[config.mk]
export PLATFORM = sky130hd
export DESIGN_NAME = resp_message_parser_unit
export DESIGN_NICKNAME = d
export VERILOG_FILES = /design/src/rtl/core/rmp_pkg.sv /design/src/rtl/core/resp_message_parser_unit.sv /design/src/rtl/core/rmp_front.sv /design/src/rtl/core/rmp_queue.sv
export SDC_FILE = /design/constraint.sdc
export NUM_CORES = 2
export LEC_CHECK = 0
export ABC_CLOCK_PERIOD_IN_PS = 52300
export BUFFER_PORTS_ARGS = -buffer_cell sky130_fd_sc_hd__buf_2
export CAP_MARGIN = 20
export CORE_MARGIN = 4
export CORE_UTILIZATION = 65
export CTS_BUF_LIST = sky130_fd_sc_hd__clkbuf_4
export CTS_CLUSTER_DIAMETER = 150
export DETAILED_ROUTE_END_ITERATION = 8
export PLACE_DENSITY = 0.8
export SLEW_MARGIN = 20
export SYNTH_ARGS = -nofsm -noshare
export SYNTH_HDL_FRONTEND = slang
export SYNTH_SLANG_ARGS = --single-unit
[constraint.sdc]
create_clock -name clk -period 52.3 [get_ports clk]
set_input_delay 10.46 -clock clk [delete_from_list [all_inputs] [get_ports clk]]
set_output_delay 10.46 -clock clk [all_outputs]
set_load 0.01 [all_outputs]
[src/rtl/core/rmp_pkg.sv]
package rmp_pkg;

  localparam int MAX_DEPTH  = 8;
  localparam int COUNT_BITS = 32;
  localparam int LVL_W      = $clog2(MAX_DEPTH + 1);
  localparam int IDX_W      = $clog2(MAX_DEPTH);
  localparam int Q_DEPTH    = 4;
  localparam int QP_W       = $clog2(Q_DEPTH);
  localparam int QC_W       = $clog2(Q_DEPTH + 1);
  localparam int TOK_W      = 32;

  localparam logic [7:0] CH_STAR  = 8'h2A;
  localparam logic [7:0] CH_DOLL  = 8'h24;
  localparam logic [7:0] CH_PLUS  = 8'h2B;
  localparam logic [7:0] CH_MINUS = 8'h2D;
  localparam logic [7:0] CH_COLON = 8'h3A;
  localparam logic [7:0] CH_CR    = 8'h0D;
  localparam logic [7:0] CH_LF    = 8'h0A;
  localparam logic [7:0] CH_0     = 8'h30;
  localparam logic [7:0] CH_9     = 8'h39;
  localparam logic [7:0] CH_SP    = 8'h20;
  localparam logic [7:0] CH_TAB   = 8'h09;
  localparam logic [7:0] CH_VT    = 8'h0B;
  localparam logic [7:0] CH_FF    = 8'h0C;

  localparam logic [1:0] EV_PAYLOAD = 2'd0;
  localparam logic [1:0] EV_BEGIN   = 2'd1;
  localparam logic [1:0] EV_END     = 2'd2;
  localparam logic [1:0] EV_ERROR   = 2'd3;

  localparam logic [2:0] K_SIMPLE = 3'd0;
  localparam logic [2:0] K_ERRSTR = 3'd1;
  localparam logic [2:0] K_INT    = 3'd2;
  localparam logic [2:0] K_BULK   = 3'd3;
  localparam logic [2:0] K_NULL   = 3'd4;
  localparam logic [2:0] K_ARRAY  = 3'd5;
  localparam logic [2:0] K_INLINE = 3'd6;
  localparam logic [2:0] K_TOKEN  = 3'd7;

  localparam logic [2:0] E_NONE     = 3'd0;
  localparam logic [2:0] E_PREFIX   = 3'd1;
  localparam logic [2:0] E_NUMBER   = 3'd2;
  localparam logic [2:0] E_CRLF     = 3'd3;
  localparam logic [2:0] E_NEGCOUNT = 3'd4;
  localparam logic [2:0] E_DEEP     = 3'd5;
  localparam logic [2:0] E_EMPTY    = 3'd6;
  localparam logic [2:0] E_LONG     = 3'd7;

  typedef struct packed {
    logic [1:0]  ev;
    logic [2:0]  kind;
    logic [7:0]  pay;
    logic [63:0] num;
    logic [3:0]  depth;
    logic [3:0]  closed;
    logic        done;
    logic [2:0]  err;
    logic        last;
  } evt_t;

  typedef struct packed {
    evt_t       e0;
    evt_t       e1;
    logic [1:0] cnt;
  } push_t;

  function automatic evt_t mk_ev(logic [1:0] ev, logic [2:0] kind, logic [7:0] pay,
                                 logic [63:0] num, logic [3:0] depth,
                                 logic [3:0] closed, logic done, logic [2:0] err);
    evt_t r;
    r.ev = ev; r.kind = kind; r.pay = pay; r.num = num; r.depth = depth;
    r.closed = closed; r.done = done; r.err = err; r.last = 1'b0;
    return r;
  endfunction

endpackage

[src/rtl/core/resp_message_parser_unit.sv]
// RESP2 byte-stream parser: one word (byte) in, begin/payload/end/error words out.
// Throughput: one byte per cycle while the result side keeps up; a byte that
//   yields two results leaves them to drain one word at a time, so the 4-entry result queue sets the pace.
// A byte's results are registered into the result queue and reach out_* once older entries have drained.
// Reset (rst_n low, synchronous): parser waits for a message prefix, queue empty;
//   the count stack is left as is and only read below the live level.
module resp_message_parser_unit import rmp_pkg::*; (
  input  logic               clk,
  input  logic               rst_n,
  input  logic               in_valid,
  output logic               in_ready,
  input  logic [7:0]         in_byte_value,
  input  logic               in_start_over,
  output logic               out_valid,
  input  logic               out_ready,
  output logic [1:0]         out_event_res,
  output logic [2:0]         out_element_kind,
  output logic [7:0]         out_payload_byte,
  output logic signed [63:0] out_number,
  output logic [3:0]         out_nesting_depth,
  output logic [3:0]         out_levels_closed,
  output logic               out_message_done,
  output logic [2:0]         out_error_code,
  output logic               out_last
);

  push_t push;
  evt_t  head;
  logic  room;
  logic  fire;

  // front takes a byte only when the queue can absorb two results
  assign in_ready = room;
  assign fire     = in_valid && in_ready;

  // front: phase machine, number accumulation, array count stack
  rmp_front u_front (
    .clk        (clk),
    .rst_n      (rst_n),
    .fire       (fire),
    .byte_i     (in_byte_value),
    .start_over (in_start_over),
    .push       (push)
  );

  // back: result queue, drained one word per cycle while out_ready is high
  rmp_queue u_queue (
    .clk       (clk),
    .rst_n     (rst_n),
    .push      (push),
    .room      (room),
    .out_valid (out_valid),
    .out_ready (out_ready),
    .head      (head)
  );

  assign out_event_res     = head.ev;
  assign out_element_kind  = head.kind;
  assign out_payload_byte  = head.pay;
  assign out_number        = $signed(head.num);
  assign out_nesting_depth = head.depth;
  assign out_levels_closed = head.closed;
  assign out_message_done  = head.done;
  assign out_error_code    = head.err;
  assign out_last          = head.last;

endmodule

[src/rtl/core/rmp_front.sv]
module rmp_front import rmp_pkg::*; (
  input  logic       clk,
  input  logic       rst_n,
  input  logic       fire,
  input  logic [7:0] byte_i,
  input  logic       start_over,
  output push_t      push
);

  typedef enum logic [9:0] {
    PH_PREFIX    = 10'b0000000001,
    PH_LINE      = 10'b0000000010,
    PH_NUM_FIRST = 10'b0000000100,
    PH_NUM_DIGIT = 10'b0000001000,
    PH_NUM_MORE  = 10'b0000010000,
    PH_NUM_LF    = 10'b0000100000,
    PH_BULK_DATA = 10'b0001000000,
    PH_BULK_CR   = 10'b0010000000,
    PH_BULK_LF   = 10'b0100000000,
    PH_INLINE    = 10'b1000000000
  } phase_t;

  phase_t                  phase_r, phase_nxt;
  logic [2:0]              kind_r, kind_nxt;
  logic                    neg_r, neg_nxt;
  logic [62:0]             acc_r, acc_nxt;
  logic [COUNT_BITS-1:0]   bulk_r, bulk_nxt;
  logic                    crp_r, crp_nxt;
  logic [LVL_W-1:0]        level_r, level_nxt;
  logic                    tok_open_r, tok_open_nxt;
  logic [TOK_W-1:0]        tok_cnt_r, tok_cnt_nxt;
  logic                    err_r, err_nxt;
  logic [COUNT_BITS-1:0]   stack_r [MAX_DEPTH];
  logic [MAX_DEPTH-1:0]    one_r;

  // pop cascade for an element end
  logic [LVL_W-1:0]        pop_cnt, pop_level;
  logic [IDX_W-1:0]        top_idx;
  logic [COUNT_BITS-1:0]   top_val;
  logic                    run;

  logic                    is_dig, is_ws, ovf, over_lim, negv;
  logic [66:0]             prod;
  logic [63:0]             sv;
  logic                    do_inl, fin_req, fail_req, push_we, pop_we, ended;
  logic [2:0]              fin_kind, fail_code;
  logic [63:0]             fin_num;
  evt_t                    e [2];
  logic [1:0]              n;

  always_comb begin
    run = 1'b1;
    pop_cnt = '0;
    for (int k = 0; k < MAX_DEPTH; k++) begin
      if (run && (k < int'(level_r)) && one_r[IDX_W'(int'(level_r) - 1 - k)]) begin
        pop_cnt = pop_cnt + 1'b1;
      end else begin
        run = 1'b0;
      end
    end
    pop_level = level_r - pop_cnt;
    top_idx   = IDX_W'(pop_level - 1'b1);
    top_val   = stack_r[top_idx];
  end

  assign is_dig   = (byte_i >= CH_0) && (byte_i <= CH_9);
  assign is_ws    = (byte_i == CH_SP) || (byte_i == CH_TAB) || (byte_i == CH_LF) ||
                    (byte_i == CH_VT) || (byte_i == CH_FF) || (byte_i == CH_CR);
  // acc*10 + digit, overflow past the signed 64-bit maximum
  assign prod     = {1'b0, acc_r, 3'b000} + {3'b000, acc_r, 1'b0} + 67'(byte_i - CH_0);
  assign ovf      = |prod[66:63];
  assign over_lim = |acc_r[62:COUNT_BITS];
  assign negv     = neg_r && (acc_r != '0);
  assign sv       = negv ? (64'd0 - {1'b0, acc_r}) : {1'b0, acc_r};

  always_comb begin
    phase_nxt = phase_r; kind_nxt = kind_r; neg_nxt = neg_r; acc_nxt = acc_r;
    bulk_nxt = bulk_r; crp_nxt = crp_r; level_nxt = level_r;
    tok_open_nxt = tok_open_r; tok_cnt_nxt = tok_cnt_r; err_nxt = err_r;
    do_inl = 1'b0; fin_req = 1'b0; fail_req = 1'b0; push_we = 1'b0; pop_we = 1'b0;
    ended = 1'b0;
    fin_kind = K_SIMPLE; fin_num = '0; fail_code = E_NONE;
    e[0] = '0; e[1] = '0; n = '0;

    if (start_over) begin
      phase_nxt = PH_PREFIX; kind_nxt = K_SIMPLE; neg_nxt = 1'b0; acc_nxt = '0;
      bulk_nxt = '0; crp_nxt = 1'b0; level_nxt = '0; tok_open_nxt = 1'b0;
      tok_cnt_nxt = '0; err_nxt = 1'b0;
    end else if (!err_r) begin
      case (phase_r)
        PH_PREFIX: begin
          crp_nxt = 1'b0;
          if (byte_i == CH_PLUS || byte_i == CH_MINUS) begin
            kind_nxt = (byte_i == CH_PLUS) ? K_SIMPLE : K_ERRSTR;
            e[n[0]] = mk_ev(EV_BEGIN, kind_nxt, 8'd0, 64'd0, 4'(level_r), 4'd0, 1'b0, E_NONE);
            n = n + 1'b1;
            phase_nxt = PH_LINE;
          end else if (byte_i == CH_COLON || byte_i == CH_DOLL || byte_i == CH_STAR) begin
            kind_nxt = (byte_i == CH_COLON) ? K_INT : (byte_i == CH_DOLL) ? K_BULK : K_ARRAY;
            neg_nxt = 1'b0;
            acc_nxt = '0;
            phase_nxt = PH_NUM_FIRST;
          end else if (level_r == '0) begin
            kind_nxt = K_INLINE;
            tok_cnt_nxt = '0;
            tok_open_nxt = 1'b0;
            e[n[0]] = mk_ev(EV_BEGIN, K_INLINE, 8'd0, 64'd0, 4'd0, 4'd0, 1'b0, E_NONE);
            n = n + 1'b1;
            phase_nxt = PH_INLINE;
            do_inl = 1'b1;
          end else begin
            fail_req = 1'b1; fail_code = E_PREFIX;
          end
        end
        PH_LINE: begin
          if (crp_r && byte_i == CH_LF) begin
            fin_req = 1'b1; fin_kind = kind_r; fin_num = '0;
          end else begin
            if (crp_r) begin
              e[n[0]] = mk_ev(EV_PAYLOAD, kind_r, CH_CR, 64'd0, 4'(level_r), 4'd0, 1'b0,
                              E_NONE);
              n = n + 1'b1;
              crp_nxt = 1'b0;
            end
            if (byte_i == CH_CR) begin
              crp_nxt = 1'b1;
            end else begin
              e[n[0]] = mk_ev(EV_PAYLOAD, kind_r, byte_i, 64'd0, 4'(level_r), 4'd0, 1'b0,
                              E_NONE);
              n = n + 1'b1;
            end
          end
        end
        PH_NUM_FIRST, PH_NUM_DIGIT, PH_NUM_MORE: begin
          if (is_dig) begin
            if (ovf) begin
              fail_req = 1'b1; fail_code = E_NUMBER;
            end else begin
              acc_nxt = prod[62:0];
              phase_nxt = PH_NUM_MORE;
            end
          end else if (phase_r == PH_NUM_FIRST && byte_i == CH_MINUS) begin
            neg_nxt = 1'b1; phase_nxt = PH_NUM_DIGIT;
          end else if (phase_r == PH_NUM_FIRST && byte_i == CH_PLUS) begin
            phase_nxt = PH_NUM_DIGIT;
          end else if (phase_r == PH_NUM_MORE && byte_i == CH_CR) begin
            phase_nxt = PH_NUM_LF;
          end else begin
            fail_req = 1'b1;
            fail_code = (phase_r == PH_NUM_MORE) ? E_CRLF : E_NUMBER;
          end
        end
        PH_NUM_LF: begin
          if (byte_i != CH_LF) begin
            fail_req = 1'b1; fail_code = E_CRLF;
          end else if (kind_r == K_INT) begin
            e[n[0]] = mk_ev(EV_BEGIN, K_INT, 8'd0, sv, 4'(level_r), 4'd0, 1'b0, E_NONE);
            n = n + 1'b1;
            fin_req = 1'b1; fin_kind = K_INT; fin_num = sv;
          end else if (kind_r == K_BULK) begin
            if (negv) begin
              kind_nxt = K_NULL;
              e[n[0]] = mk_ev(EV_BEGIN, K_NULL, 8'd0, sv, 4'(level_r), 4'd0, 1'b0, E_NONE);
              n = n + 1'b1;
              fin_req = 1'b1; fin_kind = K_NULL; fin_num = sv;
            end else if (over_lim) begin
              fail_req = 1'b1; fail_code = E_LONG;
            end else begin
              e[n[0]] = mk_ev(EV_BEGIN, K_BULK, 8'd0, sv, 4'(level_r), 4'd0, 1'b0, E_NONE);
              n = n + 1'b1;
              bulk_nxt = acc_r[COUNT_BITS-1:0];
              phase_nxt = (acc_r != '0) ? PH_BULK_DATA : PH_BULK_CR;
            end
          end else begin
            if (negv) begin
              fail_req = 1'b1; fail_code = E_NEGCOUNT;
            end else if (over_lim) begin
              fail_req = 1'b1; fail_code = E_LONG;
            end else if (acc_r == '0) begin
              e[n[0]] = mk_ev(EV_BEGIN, K_ARRAY, 8'd0, 64'd0, 4'(level_r), 4'd0, 1'b0, E_NONE);
              n = n + 1'b1;
              fin_req = 1'b1; fin_kind = K_ARRAY; fin_num = '0;
            end else if (int'(level_r) >= MAX_DEPTH) begin
              fail_req = 1'b1; fail_code = E_DEEP;
            end else begin
              e[n[0]] = mk_ev(EV_BEGIN, K_ARRAY, 8'd0, sv, 4'(level_r), 4'd0, 1'b0, E_NONE);
              n = n + 1'b1;
              push_we = 1'b1;
              level_nxt = level_r + 1'b1;
              phase_nxt = PH_PREFIX;
            end
          end
        end
        PH_BULK_DATA: begin
          e[n[0]] = mk_ev(EV_PAYLOAD, K_BULK, byte_i, 64'd0, 4'(level_r), 4'd0, 1'b0, E_NONE);
          n = n + 1'b1;
          bulk_nxt = bulk_r - 1'b1;
          if (bulk_r == COUNT_BITS'(1)) phase_nxt = PH_BULK_CR;
        end
        PH_BULK_CR: begin
          if (byte_i == CH_CR) phase_nxt = PH_BULK_LF;
          else begin
            fail_req = 1'b1; fail_code = E_CRLF;
          end
        end
        PH_BULK_LF: begin
          if (byte_i == CH_LF) begin
            fin_req = 1'b1; fin_kind = K_BULK; fin_num = {1'b0, acc_r};
          end else begin
            fail_req = 1'b1; fail_code = E_CRLF;
          end
        end
        PH_INLINE: do_inl = 1'b1;
        default: phase_nxt = PH_PREFIX;
      endcase

      // inline command byte
      if (do_inl) begin
        if (crp_nxt) begin
          crp_nxt = 1'b0;
          if (byte_i == CH_LF) begin
            ended = 1'b1;
            if (tok_cnt_nxt == '0) begin
              fail_req = 1'b1; fail_code = E_EMPTY;
            end else begin
              e[n[0]] = mk_ev(EV_END, K_INLINE, 8'd0, 64'(tok_cnt_nxt), 4'd0, 4'd1, 1'b1,
                              E_NONE);
              n = n + 1'b1;
              phase_nxt = PH_PREFIX;
            end
          end
        end
        if (!ended) begin
          if (is_ws) begin
            if (tok_open_nxt) begin
              e[n[0]] = mk_ev(EV_END, K_TOKEN, 8'd0, 64'(tok_cnt_nxt), 4'd1, 4'd1, 1'b0,
                              E_NONE);
              n = n + 1'b1;
              tok_open_nxt = 1'b0;
            end
            if (byte_i == CH_CR) crp_nxt = 1'b1;
          end else if (!tok_open_nxt) begin
            tok_open_nxt = 1'b1;
            if (tok_cnt_nxt != '1) tok_cnt_nxt = tok_cnt_nxt + 1'b1;
            e[n[0]] = mk_ev(EV_BEGIN, K_TOKEN, byte_i, 64'(tok_cnt_nxt), 4'd1, 4'd0, 1'b0,
                            E_NONE);
            n = n + 1'b1;
          end else begin
            e[n[0]] = mk_ev(EV_PAYLOAD, K_TOKEN, byte_i, 64'd0, 4'd1, 4'd0, 1'b0, E_NONE);
            n = n + 1'b1;
          end
        end
      end

      if (fin_req) begin
        e[n[0]] = mk_ev(EV_END, fin_kind, 8'd0, fin_num, 4'(level_r), 4'(pop_cnt + 1'b1),
                        (pop_level == '0), E_NONE);
        n = n + 1'b1;
        level_nxt = pop_level;
        pop_we = (pop_level != '0);
        phase_nxt = PH_PREFIX;
        crp_nxt = 1'b0;
      end

      if (fail_req) begin
        e[n[0]] = mk_ev(EV_ERROR, kind_nxt, 8'd0, 64'd0, 4'(level_r), 4'd0, 1'b0, fail_code);
        n = n + 1'b1;
        err_nxt = 1'b1;
      end

      if (n == 2'd1) e[0].last = 1'b1;
      if (n == 2'd2) e[1].last = 1'b1;
    end
  end

  always_comb begin
    push.e0  = e[0];
    push.e1  = e[1];
    push.cnt = fire ? n : 2'd0;
  end

  always_ff @(posedge clk) begin
    if (!rst_n) begin
      phase_r <= PH_PREFIX; kind_r <= K_SIMPLE; neg_r <= 1'b0; acc_r <= '0;
      bulk_r <= '0; crp_r <= 1'b0; level_r <= '0; tok_open_r <= 1'b0;
      tok_cnt_r <= '0; err_r <= 1'b0;
    end else if (fire) begin
      phase_r <= phase_nxt; kind_r <= kind_nxt; neg_r <= neg_nxt; acc_r <= acc_nxt;
      bulk_r <= bulk_nxt; crp_r <= crp_nxt; level_r <= level_nxt;
      tok_open_r <= tok_open_nxt; tok_cnt_r <= tok_cnt_nxt; err_r <= err_nxt;
    end
  end

  // count stack: push a new array, or decrement the surviving top on an end
  always_ff @(posedge clk) begin
    if (fire && !start_over && push_we) begin
      stack_r[IDX_W'(level_r)] <= acc_r[COUNT_BITS-1:0];
      one_r[IDX_W'(level_r)]   <= (acc_r == 63'd1);
    end else if (fire && !start_over && pop_we) begin
      stack_r[top_idx] <= top_val - 1'b1;
      one_r[top_idx]   <= (top_val == COUNT_BITS'(2));
    end
  end

endmodule

[src/rtl/core/rmp_queue.sv]
module rmp_queue import rmp_pkg::*; (
  input  logic  clk,
  input  logic  rst_n,
  input  push_t push,
  output logic  room,
  output logic  out_valid,
  input  logic  out_ready,
  output evt_t  head
);

  evt_t             mem_r [Q_DEPTH];
  logic [QP_W-1:0]  wr_r, rd_r;
  logic [QC_W-1:0]  cnt_r, cnt_nxt;
  logic             pop;

  assign room      = (int'(cnt_r) <= Q_DEPTH - 2);
  assign out_valid = (cnt_r != '0);
  assign head      = mem_r[rd_r];
  assign pop       = out_valid && out_ready;
  assign cnt_nxt   = cnt_r + QC_W'(push.cnt) - QC_W'(pop);

  always_ff @(posedge clk) begin
    if (!rst_n) begin
      wr_r <= '0; rd_r <= '0; cnt_r <= '0;
    end else begin
      wr_r  <= wr_r + QP_W'(push.cnt);
      rd_r  <= rd_r + QP_W'(pop);
      cnt_r <= cnt_nxt;
    end
  end

  always_ff @(posedge clk) begin
    if (push.cnt != 2'd0) mem_r[wr_r] <= push.e0;
    if (push.cnt == 2'd2) mem_r[wr_r + 1'b1] <= push.e1;
  end

endmodule

==> flow_summary.ini <==
[critical_path]
critPathSlowestCell = sky130_fd_sc_hd__buf_4
timing.critical_path.required_ns = 52.98
worst-endpoint-arrival_ns = 18.18
worstSetupStartpointType = input port
crit_fanout = 63
critical_path_sink_type = register
timing.critical_path.cells = buf_2 > inv_1 > ha_1 > nor3b_1 > nand4_1 > o2111ai_4 > buf_4 > nand2_1 > ha_1 > o21ai_1 > ha_1 > a21oi_1 > ha_1 > nand2_1 > and3_1 > o21ai_0 > a21oi_1 > nor2_1 > inv_2 > o21ai_2 > nand3_1 > o31ai_4 > buf_4 > buf_4
crit_path_buf_inv_count = 6
crit_path_frequent_cell = sky130_fd_sc_hd__ha_1
classification_of_the_worst_setup_path = input port to register
cp_top_family = simple AND/OR/NAND/NOR gates
timing.critical_path.slowest_cell_delay_ns = 0.79

[clocking]
postCtsHoldBufs = 0
clk_path_buf_depth = 3
tritoncts_num_sinks = 779
clk_root_buffer_cell = sky130_fd_sc_hd__clkbuf_4
cts-resized-gates = 0
cts_post_setup_buffers_inserted = 0
number_of_buffers_added_by_the_clock_tree_synthesis_step = 194
clock_latency_on_the_worst_skew_pair_ns = 1.09
tritoncts = yes
clock_h_tree_levels = 4
worst_setup_hold_path_clk_slew_ns = 0.06

[routing]
routed_wl_um = 138000
via_count = 38100
avgViaCountPerCell = 6.74
number_of_routed_nets_with_antenna_violations = 0
drt_first_pass_iters = 9
remaining_drc_errors = 0
initialDrtViolationCount = 4900
drt-wirelength-per-cell_um = 24.5

[run_status]
outcome = finished, final reports clean

[sta]
worst_clock_skew_ns = 0.0867
slew_headroom_pct = 18.9
worst_slew_pin_slew_ns = 1.20
layout_min_cycle_time_ns = 17.50
setup-tns-final_ns = 0
clock.fmax_ghz = 0.0571
postLayoutSetupSlackWorst_ns = 34.80
slew_violations = 0
timing.final.crit_share_pct = 33.5
grt_setup_unrepaired = no
final-hold-violation-count = 0
number_of_failing_setup_endpoints_in_the_final_timing_report = 0

[grt]
grt_max_degree = 103
grt_overflow_total = 0
first_global_vias = 36800
grt_antenna_before_repair = 8
groute.usage.overall_pct = 36.4
grt_first_pass_wirelength_um = 213000

[logic_synthesis]
synth.cell_area_mm2 = 0.0463
synth_edf_count = 624
synth_largest_type_area_fraction_pct = 40.5
post_synth_top_area_cell = sky130_fd_sc_hd__edfxtp_1
synth_sequential_area_ratio_pct = 47.2
post_synth_inst_count = 4445
async_flop_share_pct = 0
average_size_of_a_mapped_cell_um2 = 10.4
postSynthNetCount = 4627
synth_top_cells_by_area = sky130_fd_sc_hd__edfxtp_1 40%, sky130_fd_sc_hd__mux4_2 7.9%, sky130_fd_sc_hd__dfxtp_1 6.7%
synthDistinctLibCells = 95
yosysWarnings = 0
ys.flop_type = sky130_fd_sc_hd__edfxtp_1
postSynthRegisterBits = 779

[cells_and_area]
area.growth.synth_to_final_pct = 8.71
final_layout_size_suffix_gt1_share_pct = 16.3
final_cell_area_mm2 = 0.0503
fin_util_pct = 71.6
mostFrequentLayoutCell = sky130_fd_sc_hd__edfxtp_1
mostFrequentLayoutCells = 624 x sky130_fd_sc_hd__edfxtp_1, 490 x sky130_fd_sc_hd__nand2_1, 445 x sky130_fd_sc_hd__nor2_1
final_net_count = 4743

[placement]
placement.io_buffers = 104
place.detailed.hpwl_um = 96500
place_area_mm2 = 0.0478
place.gp.congestion = 1.06
placement.setup.worst_slack_ns = 33.90

[die]
design.core.area_mm2 = 0.0703
boundaryPins = 105
floorplan.die_area_mm2 = 0.0756
dieHeight_um = 275
initial_core_util_pct = 65.9
fp-row-count = 97
chipWidth_um = 275

[pwr]
p_leak_nw = 19.1
power_density_mw_per_mm2 = 30.3
report.power.total_mw = 1.53
ir_worst_vdd_mv = 0.0332

[run]
maxCapViolCount = 0

[min_path]
worstHoldPathType = register to register
logic make-up after synthesis:
family,synth area share (%)
fa+ha+maj,5.61
mux,10.5
simple gates,16.4
compound gates,14.7
flops,47.2
buf+inv,3.05
xor+xnor,2.55
path summary, 6_finish.rpt:
kind                                    startpoint                     end  slack (ns)  depth (start not counted)
worst max-delay path              in_byte_value[4]    u_queue.mem_r[2][22]       34.80                         24
worst min-delay path            u_front.bulk_r[11]      u_front.bulk_r[11]        0.48                          2
worst max register to register  u_front.level_r[0]  u_front.stack_r[2][29]       40.10                         36
worst min register to register  u_front.bulk_r[11]      u_front.bulk_r[11]        0.48                          2
power breakdown:
part | internal, mW | switching (mW)
Combinational | 0.111 | 0.187
Sequential | 0.700 | 0.0157
Clock | 0.255 | 0.259
cell type report:
cell class / count / area (µm²)
antenna: 7 / 17.5
clock buffer: 273 / 2050
clock inverter: 58 / 418
fill: 5008 / 19900
inverter: 81 / 304
multi-input combinational: 3307 / 23300
sequential: 779 / 21800
tap: 940 / 1180
timing repair buffer: 198 / 1220
worst min-delay path: cells and delay by family, from the launching register on:
family	cells	cell delay (ns)
flip-flops	1	0.30
AO/OA/AOI/OAI	2	0.13
stage by stage:
step                      hold WS [ns]  instances
after global routing             0.510       5639
after floorplan                  0.449       4445
final                            0.480       5643
after CTS                        0.483       5634
after global placement           0.470       5301
after detailed placement         0.475       5303
state kept, by name, summed over array words and instances (netlist names):
signal              count
u_queue.rd_r            2
u_queue.mem_r         360
u_front.acc_r          63
u_front.tok_cnt_r      32
u_front.crp_r           1
u_queue.cnt_r           3
u_front.bulk_r         32
u_queue.wr_r            2
u_front.one_r           8
u_front.level_r         4
u_front.stack_r       256
u_front.kind_r          3
u_front.phase_r        10
u_front.tok_open_r      1
u_front.err_r           1
u_front.neg_r           1
cell usage after synthesis, types with 14 or more instances:
| master | number |
|---|---|
| sky130_fd_sc_hd__a22o_1 | 14 |
| sky130_fd_sc_hd__o21ai_0 | 305 |
| sky130_fd_sc_hd__o21a_1 | 17 |
| sky130_fd_sc_hd__and3_1 | 23 |
| sky130_fd_sc_hd__nor3_1 | 117 |
| sky130_fd_sc_hd__nor4_1 | 52 |
| sky130_fd_sc_hd__mux2i_1 | 92 |
| sky130_fd_sc_hd__edfxtp_1 | 624 |
| sky130_fd_sc_hd__a221oi_1 | 14 |
| sky130_fd_sc_hd__nor2b_1 | 58 |
| sky130_fd_sc_hd__a21oi_1 | 340 |
| sky130_fd_sc_hd__a22oi_1 | 16 |
| sky130_fd_sc_hd__or2_2 | 26 |
| sky130_fd_sc_hd__nor2_1 | 447 |
| sky130_fd_sc_hd__nand4_1 | 48 |
| sky130_fd_sc_hd__nor3b_1 | 15 |
| sky130_fd_sc_hd__mux4_2 | 163 |
| sky130_fd_sc_hd__xnor2_1 | 84 |
| sky130_fd_sc_hd__a21boi_0 | 88 |
| sky130_fd_sc_hd__a31oi_1 | 67 |
| sky130_fd_sc_hd__or3_1 | 32 |
| sky130_fd_sc_hd__o22ai_1 | 20 |
| sky130_fd_sc_hd__o31ai_1 | 25 |
| sky130_fd_sc_hd__buf_1 | 29 |
| sky130_fd_sc_hd__fa_1 | 64 |
| sky130_fd_sc_hd__nand2_1 | 492 |
| sky130_fd_sc_hd__inv_1 | 77 |
| sky130_fd_sc_hd__nand3_1 | 174 |
| sky130_fd_sc_hd__clkbuf_1 | 225 |
| sky130_fd_sc_hd__mux2_2 | 23 |
| sky130_fd_sc_hd__o21bai_1 | 15 |
| sky130_fd_sc_hd__a21o_1 | 30 |
| sky130_fd_sc_hd__and2_1 | 56 |
| sky130_fd_sc_hd__buf_2 | 16 |
| sky130_fd_sc_hd__ha_1 | 105 |
| sky130_fd_sc_hd__a211oi_1 | 23 |
| sky130_fd_sc_hd__xor2_1 | 48 |
| sky130_fd_sc_hd__dfxtp_1 | 155 |
| sky130_fd_sc_hd__a311oi_1 | 18 |
metal layers:
| layer | vias up | GRT usage (%) | wire (µm) |
|---|---|---|---|
| li1 | 17100 | - | - |
| met1 | 18300 | 49.3 | 52800 |
| met2 | 2275 | 56.6 | 63500 |
| met3 | 435 | 8.67 | 15600 |
| met4 | 0 | 16.3 | 6300 |
| met5 | - | 0 | 0 |
(Power assumes the default switching activity.)
